## src/design/rrq_pkg.sv

```systemverilog
package rrq_pkg;

  localparam int QUEUE_DEPTH   = 16;
  localparam int PTR_W         = $clog2(QUEUE_DEPTH);
  localparam int CNT_W         = $clog2(QUEUE_DEPTH + 1);
  localparam int ID_W          = 8;
  localparam int BURST_W       = 4;
  localparam int QUANT_W       = 4;
  localparam int TIME_W        = 16;
  localparam int IN_TDATA_W    = 16;
  localparam int OUT_TDATA_W   = 48;

  localparam logic [BURST_W-1:0] MAX_BURST     = 4'd15;
  localparam logic [QUANT_W-1:0] QUANTUM_RESET = 4'd4;
  localparam logic [TIME_W-1:0]  NOW_MAX       = 16'hFFFF;

  localparam logic OP_ADD  = 1'b0;
  localparam logic OP_TICK = 1'b1;

  typedef struct packed {
    logic latch;
    logic exec;
  } ctrl_cmd_t;

  typedef struct packed {
    logic [ID_W-1:0]    id;
    logic [BURST_W-1:0] remaining;
    logic               started;
  } queue_entry_t;

  typedef struct packed {
    logic              preempted;
    logic [TIME_W-1:0] turnaround_time;
    logic              finished;
    logic [TIME_W-1:0] dispatch_time;
    logic              first_dispatch;
    logic [ID_W-1:0]   running_id;
    logic              idle;
    logic              queue_full;
  } result_t;

endpackage

```

## src/design/rrq_ctrl.sv

```systemverilog
module rrq_ctrl (
  input  logic               clk_i,
  input  logic               rst_ni,
  input  logic               in_valid_i,
  output logic               in_ready_o,
  output logic               out_valid_o,
  input  logic               out_ready_i,
  output rrq_pkg::ctrl_cmd_t cmd_o
);
  import rrq_pkg::*;

  localparam logic [1:0] S_IDLE = 2'd0;
  localparam logic [1:0] S_READ = 2'd1;
  localparam logic [1:0] S_EXEC = 2'd2;

  logic [1:0] state_q, state_d;
  logic       out_valid_q, out_valid_d;
  logic       out_free;

  assign out_free    = !out_valid_q || out_ready_i;
  assign in_ready_o  = (state_q == S_IDLE);
  assign out_valid_o = out_valid_q;

  always_comb begin
    state_d     = state_q;
    cmd_o.latch = 1'b0;
    cmd_o.exec  = 1'b0;
    out_valid_d = out_valid_q && !out_ready_i;
    unique case (state_q)
      S_IDLE: begin
        if (in_valid_i) begin
          cmd_o.latch = 1'b1;
          state_d     = S_READ;
        end
      end
      S_READ: begin
        state_d = S_EXEC;
      end
      S_EXEC: begin
        if (out_free) begin
          cmd_o.exec  = 1'b1;
          out_valid_d = 1'b1;
          state_d     = S_IDLE;
        end
      end
      default: begin
        state_d = S_IDLE;
      end
    endcase
  end

  always_ff @(posedge clk_i or negedge rst_ni) begin
    if (!rst_ni) begin
      state_q     <= S_IDLE;
      out_valid_q <= 1'b0;
    end else begin
      state_q     <= state_d;
      out_valid_q <= out_valid_d;
    end
  end

endmodule

```

## src/design/rrq_datapath.sv

```systemverilog
module rrq_datapath (
  input  logic                        clk_i,
  input  logic                        rst_ni,
  input  rrq_pkg::ctrl_cmd_t          cmd_i,
  input  logic                        in_opcode_i,
  input  logic [rrq_pkg::ID_W-1:0]    in_job_id_i,
  input  logic [rrq_pkg::BURST_W-1:0] in_burst_i,
  input  logic                        cfg_we_i,
  input  logic [rrq_pkg::QUANT_W-1:0] cfg_quantum_i,
  output rrq_pkg::result_t            result_o
);
  import rrq_pkg::*;

  queue_entry_t mem [QUEUE_DEPTH];
  queue_entry_t rd_q;

  logic               op_q;
  logic [ID_W-1:0]    id_q;
  logic [BURST_W-1:0] burst_q;

  logic [PTR_W-1:0]   head_q, head_d, tail_q, tail_d;
  logic [CNT_W-1:0]   count_q, count_d;
  logic               run_valid_q, run_valid_d;
  logic [ID_W-1:0]    run_id_q, run_id_d;
  logic [BURST_W-1:0] run_rem_q, run_rem_d;
  logic [BURST_W-1:0] slice_q, slice_d;
  logic [TIME_W-1:0]  now_q, now_d;
  logic [QUANT_W-1:0] quantum_q;
  result_t            res_q, res_d;

  logic [QUANT_W-1:0] q_eff;
  logic [TIME_W-1:0]  after;
  logic [BURST_W-1:0] burst_c, cur_rem, rem_n, slice_cur, slice_n;
  logic [ID_W-1:0]    cur_id;
  logic [CNT_W-1:0]   count_mid;
  logic               dispatch, run_act, push;
  queue_entry_t       push_entry;

  function automatic logic [PTR_W-1:0] next_slot(input logic [PTR_W-1:0] p);
    return (p == PTR_W'(QUEUE_DEPTH - 1)) ? '0 : p + 1'b1;
  endfunction

  always_comb begin
    q_eff     = (quantum_q == '0) ? QUANT_W'(1) : quantum_q;
    after     = (now_q == NOW_MAX) ? NOW_MAX : now_q + 1'b1;
    burst_c   = (burst_q == '0) ? BURST_W'(1) : burst_q;
    if (burst_c > MAX_BURST) begin
      burst_c = MAX_BURST;
    end
    dispatch  = !run_valid_q && (count_q != '0);
    cur_id    = dispatch ? rd_q.id : run_id_q;
    cur_rem   = dispatch ? ((rd_q.remaining == '0) ? BURST_W'(1) : rd_q.remaining)
                         : run_rem_q;
    slice_cur = dispatch ? '0 : slice_q;
    run_act   = run_valid_q || dispatch;
    rem_n     = cur_rem - 1'b1;
    slice_n   = slice_cur + 1'b1;
    count_mid = dispatch ? count_q - 1'b1 : count_q;

    head_d      = head_q;
    tail_d      = tail_q;
    count_d     = count_q;
    run_valid_d = run_valid_q;
    run_id_d    = run_id_q;
    run_rem_d   = run_rem_q;
    slice_d     = slice_q;
    now_d       = now_q;
    push        = 1'b0;
    push_entry  = '{id: id_q, remaining: burst_c, started: 1'b0};
    res_d       = '0;

    if (op_q == OP_ADD) begin
      if (count_q == CNT_W'(QUEUE_DEPTH)) begin
        res_d.queue_full = 1'b1;
      end else begin
        push = 1'b1;
      end
    end else begin
      now_d = after;
      if (dispatch) begin
        head_d = next_slot(head_q);
        if (!rd_q.started) begin
          res_d.first_dispatch = 1'b1;
          res_d.dispatch_time  = now_q;
        end
      end
      if (!run_act) begin
        res_d.idle = 1'b1;
      end else begin
        res_d.running_id = cur_id;
        run_id_d         = cur_id;
        run_rem_d        = rem_n;
        run_valid_d      = 1'b1;
        slice_d          = slice_n;
        if (rem_n == '0) begin
          res_d.finished        = 1'b1;
          res_d.turnaround_time = after;
          run_valid_d           = 1'b0;
          slice_d               = '0;
        end else if (slice_n >= q_eff) begin
          slice_d = '0;
          if (count_mid != CNT_W'(QUEUE_DEPTH)) begin
            push            = 1'b1;
            push_entry      = '{id: cur_id, remaining: rem_n, started: 1'b1};
            res_d.preempted = 1'b1;
            run_valid_d     = 1'b0;
          end
        end
      end
    end

    if (push) begin
      tail_d = next_slot(tail_q);
    end
    count_d = push ? count_mid + 1'b1 : count_mid;
    if (op_q == OP_ADD) begin
      count_d = push ? count_q + 1'b1 : count_q;
    end
  end

  always_ff @(posedge clk_i) begin
    rd_q <= mem[head_q];
    if (cmd_i.exec && push) begin
      mem[tail_q] <= push_entry;
    end
    if (cmd_i.latch) begin
      op_q    <= in_opcode_i;
      id_q    <= in_job_id_i;
      burst_q <= in_burst_i;
    end
    if (cmd_i.exec) begin
      res_q <= res_d;
    end
  end

  always_ff @(posedge clk_i or negedge rst_ni) begin
    if (!rst_ni) begin
      head_q      <= '0;
      tail_q      <= '0;
      count_q     <= '0;
      run_valid_q <= 1'b0;
      run_id_q    <= '0;
      run_rem_q   <= '0;
      slice_q     <= '0;
      now_q       <= '0;
      quantum_q   <= QUANTUM_RESET;
    end else begin
      if (cfg_we_i) begin
        quantum_q <= cfg_quantum_i;
      end
      if (cmd_i.exec) begin
        head_q      <= head_d;
        tail_q      <= tail_d;
        count_q     <= count_d;
        run_valid_q <= run_valid_d;
        run_id_q    <= run_id_d;
        run_rem_q   <= run_rem_d;
        slice_q     <= slice_d;
        now_q       <= now_d;
      end
    end
  end

  assign result_o = res_q;

endmodule

```

## src/design/round_robin_quantum_scheduler_core.sv

```systemverilog
// Channel   Dir  Handshake                      Payload
// s_axis    in   s_axis_tvalid/s_axis_tready    tdata: job_id, burst; tuser: opcode
// m_axis    out  m_axis_tvalid/m_axis_tready    tdata: one result per item
// cfg       in   cfg_valid_i/cfg_ready_o        cfg_data_i: quantum
//
// Each item passes through three steps: accept, queue head read, execute and load the result.
// The registered read of the ready queue memory at the head pointer adds the queue head read step.
// The next item is taken while a result waits in the output register.
// Execute holds while the output register is full and not being drained.
// Reset clears pointers, counters, running job and time; quantum resets to 4.
module round_robin_quantum_scheduler_core (
  input  logic                            clk_i,
  input  logic                            rst_ni,
  input  logic                            s_axis_tvalid,
  output logic                            s_axis_tready,
  // job_id[7:0], burst[11:8], zero fill
  input  logic [rrq_pkg::IN_TDATA_W-1:0]  s_axis_tdata,
  // opcode[0]
  input  logic [0:0]                      s_axis_tuser,
  output logic                            m_axis_tvalid,
  input  logic                            m_axis_tready,
  // queue_full[0], idle[1], running_id[9:2], first_dispatch[10],
  // dispatch_time[26:11], finished[27], turnaround_time[43:28], preempted[44]
  output logic [rrq_pkg::OUT_TDATA_W-1:0] m_axis_tdata,
  input  logic                            cfg_valid_i,
  output logic                            cfg_ready_o,
  input  logic [rrq_pkg::QUANT_W-1:0]     cfg_data_i
);
  import rrq_pkg::*;

  ctrl_cmd_t cmd;
  result_t   result;

  assign cfg_ready_o = 1'b1;

  rrq_ctrl u_ctrl (
    .clk_i       (clk_i),
    .rst_ni      (rst_ni),
    .in_valid_i  (s_axis_tvalid),
    .in_ready_o  (s_axis_tready),
    .out_valid_o (m_axis_tvalid),
    .out_ready_i (m_axis_tready),
    .cmd_o       (cmd)
  );

  rrq_datapath u_datapath (
    .clk_i         (clk_i),
    .rst_ni        (rst_ni),
    .cmd_i         (cmd),
    .in_opcode_i   (s_axis_tuser[0]),
    .in_job_id_i   (s_axis_tdata[ID_W-1:0]),
    .in_burst_i    (s_axis_tdata[ID_W+BURST_W-1:ID_W]),
    .cfg_we_i      (cfg_valid_i && cfg_ready_o),
    .cfg_quantum_i (cfg_data_i),
    .result_o      (result)
  );

  assign m_axis_tdata = OUT_TDATA_W'(result);

  a_busy_after_accept: assert property (@(posedge clk_i) disable iff (!rst_ni)
    s_axis_tvalid && s_axis_tready |=> !s_axis_tready)
    else $error("input accepted while previous transfer in flight");

  a_exec_loads_output: assert property (@(posedge clk_i) disable iff (!rst_ni)
    cmd.exec |=> m_axis_tvalid)
    else $error("executed item produced no result");

  a_one_outcome: assert property (@(posedge clk_i) disable iff (!rst_ni)
    m_axis_tvalid |-> $onehot0({result.queue_full, result.idle,
                                result.finished, result.preempted}))
    else $error("conflicting result flags");

  a_exec_needs_latch: assert property (@(posedge clk_i) disable iff (!rst_ni)
    s_axis_tvalid && s_axis_tready |=> ##1 !s_axis_tready)
    else $error("execute skipped queue read cycle");

endmodule
```

## config.mk

```make
export PLATFORM = sky130hd
export DESIGN_NAME = round_robin_quantum_scheduler_core
export DESIGN_NICKNAME = d
export VERILOG_FILES = /design/src/design/rrq_pkg.sv /design/src/design/rrq_ctrl.sv /design/src/design/rrq_datapath.sv /design/src/design/round_robin_quantum_scheduler_core.sv
export SDC_FILE = /design/constraint.sdc
export NUM_CORES = 1
export LEC_CHECK = 0
export ABC_AREA = 0
export BUFFER_PORTS_ARGS = -buffer_cell sky130_fd_sc_hd__buf_2
export CAP_MARGIN = 20
export CORE_UTILIZATION = 60
export CTS_CLUSTER_SIZE = 28
export DETAILED_ROUTE_END_ITERATION = 10
export HOLD_SLACK_MARGIN = 0.08
export MAX_ROUTING_LAYER = met4
export PLACE_DENSITY = 0.79
export SYNTH_ARGS = -nofsm -noshare
export SYNTH_HDL_FRONTEND = slang
export SYNTH_SLANG_ARGS = --single-unit
```

## constraint.sdc

```tcl
create_clock -name clk_i -period 10.4 [get_ports clk_i]
set_input_delay 0.52 -clock clk_i [delete_from_list [all_inputs] [get_ports clk_i]]
set_output_delay 0.52 -clock clk_i [all_outputs]
set_load 0.02 [all_outputs]
```

Word-level counts from Yosys, hierarchy flattened:

Memories as Yosys holds them, arrays and structs flattened. A register that Yosys moved wholly into a read port is not among the register bits.
Index checks and enable logic that the tools add are counted.

* memories kept: 1
* bits of input ports: 26
* register bits after elaboration: 111
* word-level logic and storage cells: 114
* bits in writable memories: 208

Memory list
* u_datapath.mem: depth 16, bits a word 13, rd ports 1, clocked after Yosys merged registers in 1, write ports 1, RTL line rrq_datapath.sv:14 `queue_entry_t mem [QUEUE_DEPTH];`

* multiplexer cells: 45
* equality and inequality tests: 9
* $add $sub $neg: 8
* order comparisons: 2
* reductions and logical operators: 25
* bitwise gates (word level): 2

Operator list (count)
* 13-bit two-way mux: 5
* 4-bit two-way mux: 10
* 1-bit two-way mux: 21
* 5-bit two-way mux: 4
* 16-bit by 1-bit adder with 16-bit output, second input constant: 1
* 16-bit == test, second input constant: 1
* 4-bit zero test: 4
* 16-bit two-way mux: 1
* 4-bit by 1-bit adder with 4-bit output, second input constant: 3
* 2-bit AND reduction: 6
* 5-bit by 1-bit adder with 5-bit output, second input constant: 2
* 3-bit AND reduction: 3
* 4-bit == test, second input constant: 2
* 8-bit two-way mux: 1
* 2-bit case mux with 3 select lines: 1
* 5-bit == test, second input constant: 1
* 5-bit inequality test, second input constant: 1
* 5-bit nonzero test: 1
* 5-bit by 1-bit subtractor with 5-bit output, second input constant: 1
* 4-bit greater-or-equal comparator: 1
* 4-bit greater-than comparator, second input constant: 1
* 2-bit two-way mux: 2
* 4-bit by 1-bit subtractor with 4-bit output, second input constant: 1
* 1-bit logical AND: 3
* 10 further kinds: 14

Longest topological paths before layout:

Gate-level depths: netlist of run 1.

* depth in word-level cells: 12
* depth in mapped cells: 19

Modules after synthesis:

From an unflattened synthesis of run 1, not the netlist that was laid out.

* cell total of the unflattened synthesis: 846
* area total of the unflattened synthesis: 13680.6 um^2

Modules (own cells, without submodules)
* rrq_datapath: times used 1, cells an instance 828, area an instance 13508.0 um^2
* rrq_ctrl: times used 1, cells an instance 12, area an instance 135.1 um^2
* round_robin_quantum_scheduler_core: times used 1, cells an instance 6, area an instance 37.5 um^2

Worst setup path after synthesis of run 1:

No wires, ideal clock.

* kind: register to register
* start: register u_datapath.count_q[0]
* end: memory u_datapath.mem[0][10] (netlist name), data pin
* clock period less this slack: 4.437 ns
* buffers on the path: 4
* path slack: 5.963 ns
* data required time: 10.070 ns
* arrival time: 4.107 ns
* stages on the path, launching flop included: 19
* cell sequence: dfrtp_1 -> inv_1 -> ha_1 -> or4b_1 -> buf_2 -> nand2_1 -> buf_2 -> buf_2 -> and2_1 -> ha_1 -> xnor2_1 -> ha_1 -> o21a_1 -> o22ai_1 -> a21oi_1 -> o211a_4 -> nand2_4 -> buf_2 -> o21ai_0

RTL lines
* start, declared: RTL line rrq_datapath.sv:22 `logic [CNT_W-1:0] count_q, count_d;`
* start signal, assigned: RTL line rrq_datapath.sv:154 `count_q <= count_d;`
* end, declared: RTL line rrq_datapath.sv:14

Worst setup path after layout of run 1:

* start: register u_datapath.count_q[0]
* end: memory u_datapath.mem[12][6] (netlist name) (enable)

* word-level cells in the longest chain between the ends: 12

RTL lines
* 5-bit nonzero test: RTL line rrq_datapath.sv:50 `dispatch = !run_valid_q && (count_q != '0);`
* 1-bit logical AND: RTL line rrq_datapath.sv:50
* 4-bit two-way mux / 5-bit two-way mux (equally long branches): RTL line rrq_datapath.sv:54, rrq_datapath.sv:58
* 4-bit by 1-bit adder with 4-bit output / 5-bit inequality test (equally long branches): RTL line rrq_datapath.sv:57, rrq_datapath.sv:102
* 4-bit greater-or-equal comparator / 1-bit two-way mux (equally long branches): RTL line rrq_datapath.sv:100, rrq_datapath.sv:102
* 1-bit two-way mux: RTL line rrq_datapath.sv:100 `end else if (slice_n >= q_eff) begin`
* 1-bit two-way mux
* 1-bit two-way mux: RTL line rrq_datapath.sv:87 `if (!run_act) begin`
* 1-bit two-way mux *: RTL line rrq_datapath.sv:72 `if (op_q == OP_ADD) begin`
* 1-bit logical AND *: RTL line rrq_datapath.sv:123 `if (cmd_i.exec && push) begin`
* 1-bit two-way mux *: RTL line rrq_datapath.sv:123
* 1-bit two-way mux (not written as such) *: RTL line rrq_datapath.sv:124 `mem[tail_q] <= push_entry;`

Every way passes the cells marked *; elsewhere a longest branch is shown, timed or not.

==> flow_metrics.py, run 1 <==
metrics = {
    "global_routing": {
        "grt_pass1_wl_um": 43600,
        "grt_usage": 0.249,
        "grt-ovfl-total": 0,
        "grt_max_degree": 55,
        "antenna_found_initial": 0,
        "grt_pass1_vias": 8097,
    },
    "timing": {
        "period_share": 0.477,
        "min_period_ns": 4.96,
        "finalMaxSlewViolations": 0,
        "finalSetupViolCount": 0,
        "rsz0062_at_grt": "no",
        "worst_slew_pin_slew_ns": 1.12,
        "hold_ws_ns": 0.148,
        "fmax_mhz": 202,
        "max_slew_margin": 0.247,
        "finalHoldViolCount": 0,
        "clock_skew_ns": 0.0257,
        "setup_ws_ns": 5.44,
        "setup_tns_ns": 0,
    },
    "synth": {
        "yosys.area_share.adder": 0.0154,
        "synth.area.top_cells": "edfxtp_1, dfrtp_1, mux4_2",
        "ys.flop_type": "edfxtp_1",
        "yosys_warnings": 0,
        "synth_top_area_frac": 0.577,
        "synth_top_family_by_area": "multiplexers",
        "synth_edf_count": 266,
        "synthCells": 951,
        "synth-seq-area-share": 0.692,
        "synthSimpleGateAreaFrac": 0.0807,
        "synth.cell_area_um2": 13800,
        "synth.avg_cell_area_um2": 14.5,
        "async_reset_ff_frac": 0.160,
        "synth_compound_area_frac": 0.0795,
        "synth_mux_area_frac": 0.0931,
        "synth.distinct_cells": 64,
        "synth_xor_area_frac": 0.0157,
        "synth_area_leader_cell": "edfxtp_1",
        "ys_ff_latch": 332,
    },
    "clock_network": {
        "cts_tree": "done",
        "clock_latency_ns": 0.51,
        "postCtsSetupRepairBufs": 0,
        "h-tree-depth": 2,
        "cts_root_buffer": "clkbuf_16",
        "numCtsBuffers": 34,
        "cts_resized": 0,
        "numClockSinks": 332,
        "cts_max_path_buffers": 3,
        "postCtsHoldBufs": 0,
        "path_clk_slew_ns": 0.06,
    },
    "drt": {
        "dr.pass1.iters": 5,
        "drc": 0,
        "drt-initial-drc-count": 745,
        "drtAntennaViolNets": 0,
        "num_vias": 8125,
        "routedWlPerCell_um": 20.7,
        "finalWirelength_um": 27600,
        "avgViaCountPerCell": 6.09,
    },
    "setup_path": {
        "rr_worst_depth": 14,
        "critical_path_required_ns": 10.52,
        "cp-start-kind": "flop",
        "r2r_slack_ns": 5.44,
        "reg2reg_to": "u_datapath.mem[12][6]",
        "endpoint_kind": "flop",
        "crit_arrival_ns": 5.07,
        "crit_fanout": 24,
        "path_class": "flop to flop",
        "critPathLaunch": "u_datapath.count_q[0]",
        "regToRegStartpoint": "u_datapath.count_q[0]",
    },
    "floorplan": {
        "start_util": 0.611,
        "die_w_um": 154,
        "core-area_um2": 22600,
        "dieHeight_um": 154,
        "design.die.area_um2": 23700,
        "io_pins": 77,
        "fp-row-count": 55,
    },
    "flow_run": {
        "max-cap-violations": 0,
    },
    "cells_and_area": {
        "nFillCells": 1499,
        "final_cell_mix": "edfxtp_1, nand2_1, buf_2, o21ai_0, mux2i_1",
        "diodes": 0,
        "syn_to_final_growth_pct": 12.0,
        "nNetsFinal": 1067,
        "layout_commonest_cell": "edfxtp_1",
        "drive_above_1_share": 0.173,
        "fin_cells": 1334,
    },
    "min_path": {
        "hold_class": "primary input to async pin",
    },
    "placement": {
        "placedCellCount": 1272,
        "hpwl_um": 17000,
        "pre_cts_ws_ns": 5.41,
        "io_buffers": 68,
        "place.gp.congestion": 0.839,
    },
    "outcome": {
        "status": "finished, final reports clean",
    },
    "power_and_ir_drop": {
        "total_power_mw": 4.13,
        "power_density_nw_per_um2": 266,
        "p_leak_nw": 5.79,
        "ir_drop_mv": 0.198,
    },
}
[worst max path at each step]
stage | end | cells past startpoint | slack [ns]
2_1_floorplan | u_datapath.mem[0][10] | 18 | 5.96
3_3_place_gp | u_datapath.mem[6][1] | 17 | 5.63
3_5_place_dp | u_datapath.mem[5][1] | 15 | 5.41
4_1_cts | u_datapath.mem[15][1] | 15 | 5.38
5_1_grt | u_datapath.mem[12][10] | 14 | 5.05
6_report | u_datapath.mem[12][6] | 14 | 5.44
[cells by family after synthesis]
kind of cell,after synthesis
mux,94
fa+ha+maj,17
buf+inv,72
xor+xnor,24
simple gates,232
flops,332
other cells,2
compound gates,178
[Yosys cell counts (2+ instances only)]
master      n
mux4_2     26
nor2_1     42
buf_2      11
clkbuf_1   28
a22oi_1    13
a21oi_1    47
a22o_1      3
mux2i_1    57
and3_1     24
ha_1       17
inv_1      19
buf_1       6
nor3_1      9
o21ai_0    60
nand3_1    18
and4_1      2
o31ai_1     3
o21ai_1     3
xor2_1     11
a211oi_1    2
or3_1       2
o21a_1      4
dfrtp_1    52
o22ai_1     3
buf_6       2
a21o_1      2
nand2b_1    6
a31oi_1    10
nand2_1    91
edfxtp_1  266
mux2_2      9
mux2_4      2
and2_1     25
buf_4       4
xnor2_1    12
nand4_1     4
a221oi_1   14
nor3b_1     2
dfxtp_1    13
a211o_1     2
conb_1      2
[metal layers]
metal | wire length (µm) | GRT usage | vias to the layer above | share of wire
li1 | - | - | 3737 | -
met1 | 11600 | 0.322 | 4018 | 0.42
met2 | 13700 | 0.407 | 294 | 0.50
met3 | 1400 | 0.0299 | 76 | 0.051
met4 | 928 | 0.0990 | 0 | 0.034
met5 | 0 | - | - | 0
[sequential cells by signal (all words and copies together), names as in the netlist]
register / flops
u_datapath.rd_q: 13
u_datapath.head_q: 4
u_datapath.mem: 208
u_datapath.id_q: 8
u_datapath.tail_q: 4
u_datapath.count_q: 5
u_datapath.op_q: 1
u_datapath.run_id_q: 8
u_ctrl.state_q: 2
u_datapath.now_q: 16
u_datapath.result_o: 45
u_datapath.run_valid_q: 1
u_datapath.slice_q: 4
u_ctrl.out_valid_o: 1
u_datapath.run_rem_q: 4
u_datapath.quantum_q: 4
u_datapath.burst_q: 4
[per-stage QoR]
| stage | area (µm²) | util |
|---|---|---|
| global route | 15500 | 0.685 |
| detailed placement | 14400 | 0.638 |
| floorplan | 13800 | - |
| global placement | 14400 | 0.638 |
| CTS | 15500 | 0.684 |
| finish | 15500 | 0.685 |
[layout make-up]
cell class / count / area, µm² / area share
Sequential cell: 332 / 9580 / 0.618
Multi-Input combinational cell: 549 / 3950 / 0.255
Clock buffer: 47 / 931 / 0.0601
Timing Repair Buffer: 87 / 483 / 0.0312
Tap cell: 285 / 357 / 0.0230
Clock inverter: 14 / 125 / 0.00807
Inverter: 20 / 75.1 / 0.00484
[worst max-delay path, stage by stage, from the launching register on]
cell,delay (ns)
dfrtp_1,0.43
inv_1,0.16
ha_1,0.26
or4b_1,0.59
nand2_1,0.16
buf_4,0.30
mux2i_1,0.28
ha_1,0.32
nor2_1,0.10
o2111ai_1,0.22
nand2_1,0.11
nand2_1,0.23
nand2_4,0.24
a21oi_4,0.40
and3_1,0.74
[where the power goes]
group / leakage, nW / total (mW) / internal [mW] / switching (mW)
combinational: 2.06 / 1.11 / 0.428 / 0.680
clock: 0.514 / 1.16 / 0.678 / 0.483
sequential: 3.22 / 1.86 / 1.70 / 0.155
No activity file was read; power rests on OpenSTA's default activity.
==> inputs of run 2 (changes only) <==
- CORE_UTILIZATION: 60 -> 55
- PLACE_DENSITY: 0.79 -> 0.76
- clock period: 10.4 -> 4.3 ns (I/O delays scaled with it)
==> run 2 against run 1 <==
  * Clock power grew to 2.6 times the previous value
  * Cell area grew 4.3%
  * Maximum frequency grew 22%
  * Critical endpoint is now u_datapath.mem[14][7]
  * Sequential cell count unchanged
  * First-iteration DRC count fell by 6.2%
  * Critical path type unchanged
  * Via count up 2.2%
==> flow_metrics.py, run 2 (same netlist as run 1, synthesis figures left out) <==
metrics = {
    "power_and_ir_drop": {
        "ir_drop_mv": 0.476,
        "clkPwrFrac": 0.294,
        "p_sw_frac": 0.312,
        "p_sw_mw": 3.24,
        "power.internal_mw": 7.15,
        "comb_power_share": 0.277,
        "pwr-share-seq": 0.429,
        "p_leak_nw": 6.09,
        "power_density_nw_per_um2": 643,
    },
    "drt": {
        "drtAntennaViolNets": 0,
        "drc": 0,
        "finalWirelength_um": 28700,
        "drt-initial-drc-count": 699,
        "num_vias": 8305,
        "dr.pass1.iters": 5,
        "routedWlPerCell_um": 20.2,
        "avgViaCountPerCell": 5.83,
    },
    "clock_network": {
        "cts_root_buffer": "clkbuf_16",
        "cts_tree": "done",
        "path_clk_slew_ns": 0.07,
        "h-tree-depth": 2,
        "numClockSinks": 332,
        "clock_latency_ns": 0.51,
        "numCtsBuffers": 34,
        "cts_max_path_buffers": 3,
    },
    "global_routing": {
        "antenna_found_initial": 0,
        "grt_max_degree": 54,
        "grt_pass1_vias": 8219,
        "grt_usage": 0.238,
        "grt_pass1_wl_um": 45700,
        "grt-ovfl-total": 0,
    },
    "cells_and_area": {
        "final_cell_mix": "edfxtp_1, nand2_1, buf_2, o21ai_0, mux2i_1",
        "largest_reg_flops": 208,
        "syn_to_final_growth_pct": 16.9,
        "utilization": 0.661,
        "nNetsFinal": 1120,
        "top_register": "u_datapath.mem",
        "layout_commonest_cell": "edfxtp_1",
        "drive_above_1_share": 0.202,
        "nFillCells": 1656,
        "fin_area_um2": 16200,
        "diodes": 0,
    },
    "min_path": {
        "hold_class": "primary input to async pin",
    },
    "timing": {
        "period_share": 0.941,
        "max_slew_margin": 0.383,
        "rsz0062_at_grt": "yes",
        "setup_ws_ns": 0.253,
        "finalHoldViolCount": 0,
        "clock_skew_ns": 0.0157,
        "hold_ws_ns": 0.419,
        "worst_slew_pin_slew_ns": 0.925,
        "setup_tns_ns": 0,
        "min_period_ns": 4.05,
        "finalMaxSlewViolations": 0,
        "fmax_mhz": 247,
        "finalSetupViolCount": 0,
    },
    "placement": {
        "place.gp.congestion": 0.849,
        "pre_cts_ws_ns": 0.0528,
        "placed_area_um2": 14700,
        "io_buffers": 68,
        "hpwl_um": 17700,
    },
    "floorplan": {
        "die_w_um": 161,
        "io_pins": 77,
        "start_util": 0.565,
        "fp-row-count": 57,
        "core-area_um2": 24500,
        "dieHeight_um": 161,
        "design.die.area_um2": 25800,
    },
    "flow_run": {
        "max-cap-violations": 0,
    },
    "setup_path": {
        "crit_arrival_ns": 4.20,
        "regToRegStartpoint": "u_datapath.count_q[1]",
        "rr_worst_depth": 14,
        "critical_path_required_ns": 4.45,
        "reg2reg_to": "u_datapath.mem[14][7]",
        "endpoint_kind": "flop",
        "path_class": "flop to flop",
        "cp-start-kind": "flop",
        "r2r_slack_ns": 0.25,
        "crit_fanout": 14,
    },
    "outcome": {
        "status": "finished, final reports clean",
    },
}
run 2: cell count changes in the layout (fill, tap and decap cells not counted), sizes merged:
cell         change
bufinv           +4
dlygate4sd3     +28
buf             +25
clkinv           -1
clkbuf           -4
run 2: critical path: stages (launching register included):
cell,delay (ns)
dfrtp_1,0.38
inv_1,0.08
ha_1,0.22
or4b_1,0.59
a21oi_1,0.26
ha_1,0.20
xnor2_1,0.10
ha_1,0.29
o21a_1,0.12
o22ai_1,0.07
a21oi_1,0.20
o211a_4,0.21
nand2_4,0.09
a21oi_4,0.33
and3_2,0.54
run 2: cell type report:
class,instances,area (µm²),area share
clock buffer,43,916,0.0567
clock inverter,17,246,0.0152
inverter,20,75.1,0.00464
multi-input combinational,549,3970,0.245
sequential,332,9580,0.593
tap,324,405,0.0251
timing repair buffer,140,976,0.0604
run 2: worst max-delay path by stage:
| stage | from | to | slack (ns) | cells after the start |
|---|---|---|---|---|
| finish | u_datapath.count_q[1] | u_datapath.mem[14][7] | 0.25 | 14 |
| global route | u_datapath.count_q[0] | u_datapath.mem[14][7] | -0.02 | 14 |
| CTS | u_datapath.count_q[1] | u_datapath.mem[8][1] | 0.06 | 14 |
| detailed placement | u_datapath.count_q[1] | u_datapath.mem[15][1] | 0.05 | 14 |
| global placement | u_datapath.count_q[1] | u_datapath.mem[14][1] | 0.29 | 15 |
| floorplan | u_datapath.count_q[0] | u_datapath.mem[0][10] | -0.14 | 18 |
run 2: per-layer routing:
metal | share of wire | vias to the layer above | wire [µm] | global-route usage
met2 | 0.49 | 285 | 14200 | 0.382
li1 | - | 3840 | - | -
met4 | 0.025 | 0 | 708 | 0.0714
met1 | 0.43 | 4123 | 12300 | 0.321
met3 | 0.053 | 57 | 1530 | 0.0300
met5 | 0 | - | 0 | -
run 2: power groups by stage:
stage / clock, mW / sequential [mW] / combinational, mW
after floorplan: 0 / 4.45 / 1.96
after global placement: 0 / 4.50 / 2.74
after detailed placement: 0 / 4.52 / 2.81
after CTS: 3.09 / 4.46 / 2.86
after global routing: 3.21 / 4.50 / 3.15
final: 3.06 / 4.46 / 2.88
run 2: repair_timing:
action                                  CTS  global route
hold buffers                             28             0
endpoints found under the setup margin    0            22
endpoints found under the hold margin    72             0
gates resized for setup                   0             2
buffers inserted                          0             0
run 2: per-stage QoR:
step / cells / total power, mW
floorplan: 953 / 6.41
global placement: 1334 / 7.24
detailed placement: 1334 / 7.33
CTS: 1422 / 10.4
global route: 1425 / 10.9
finish: 1425 / 10.4
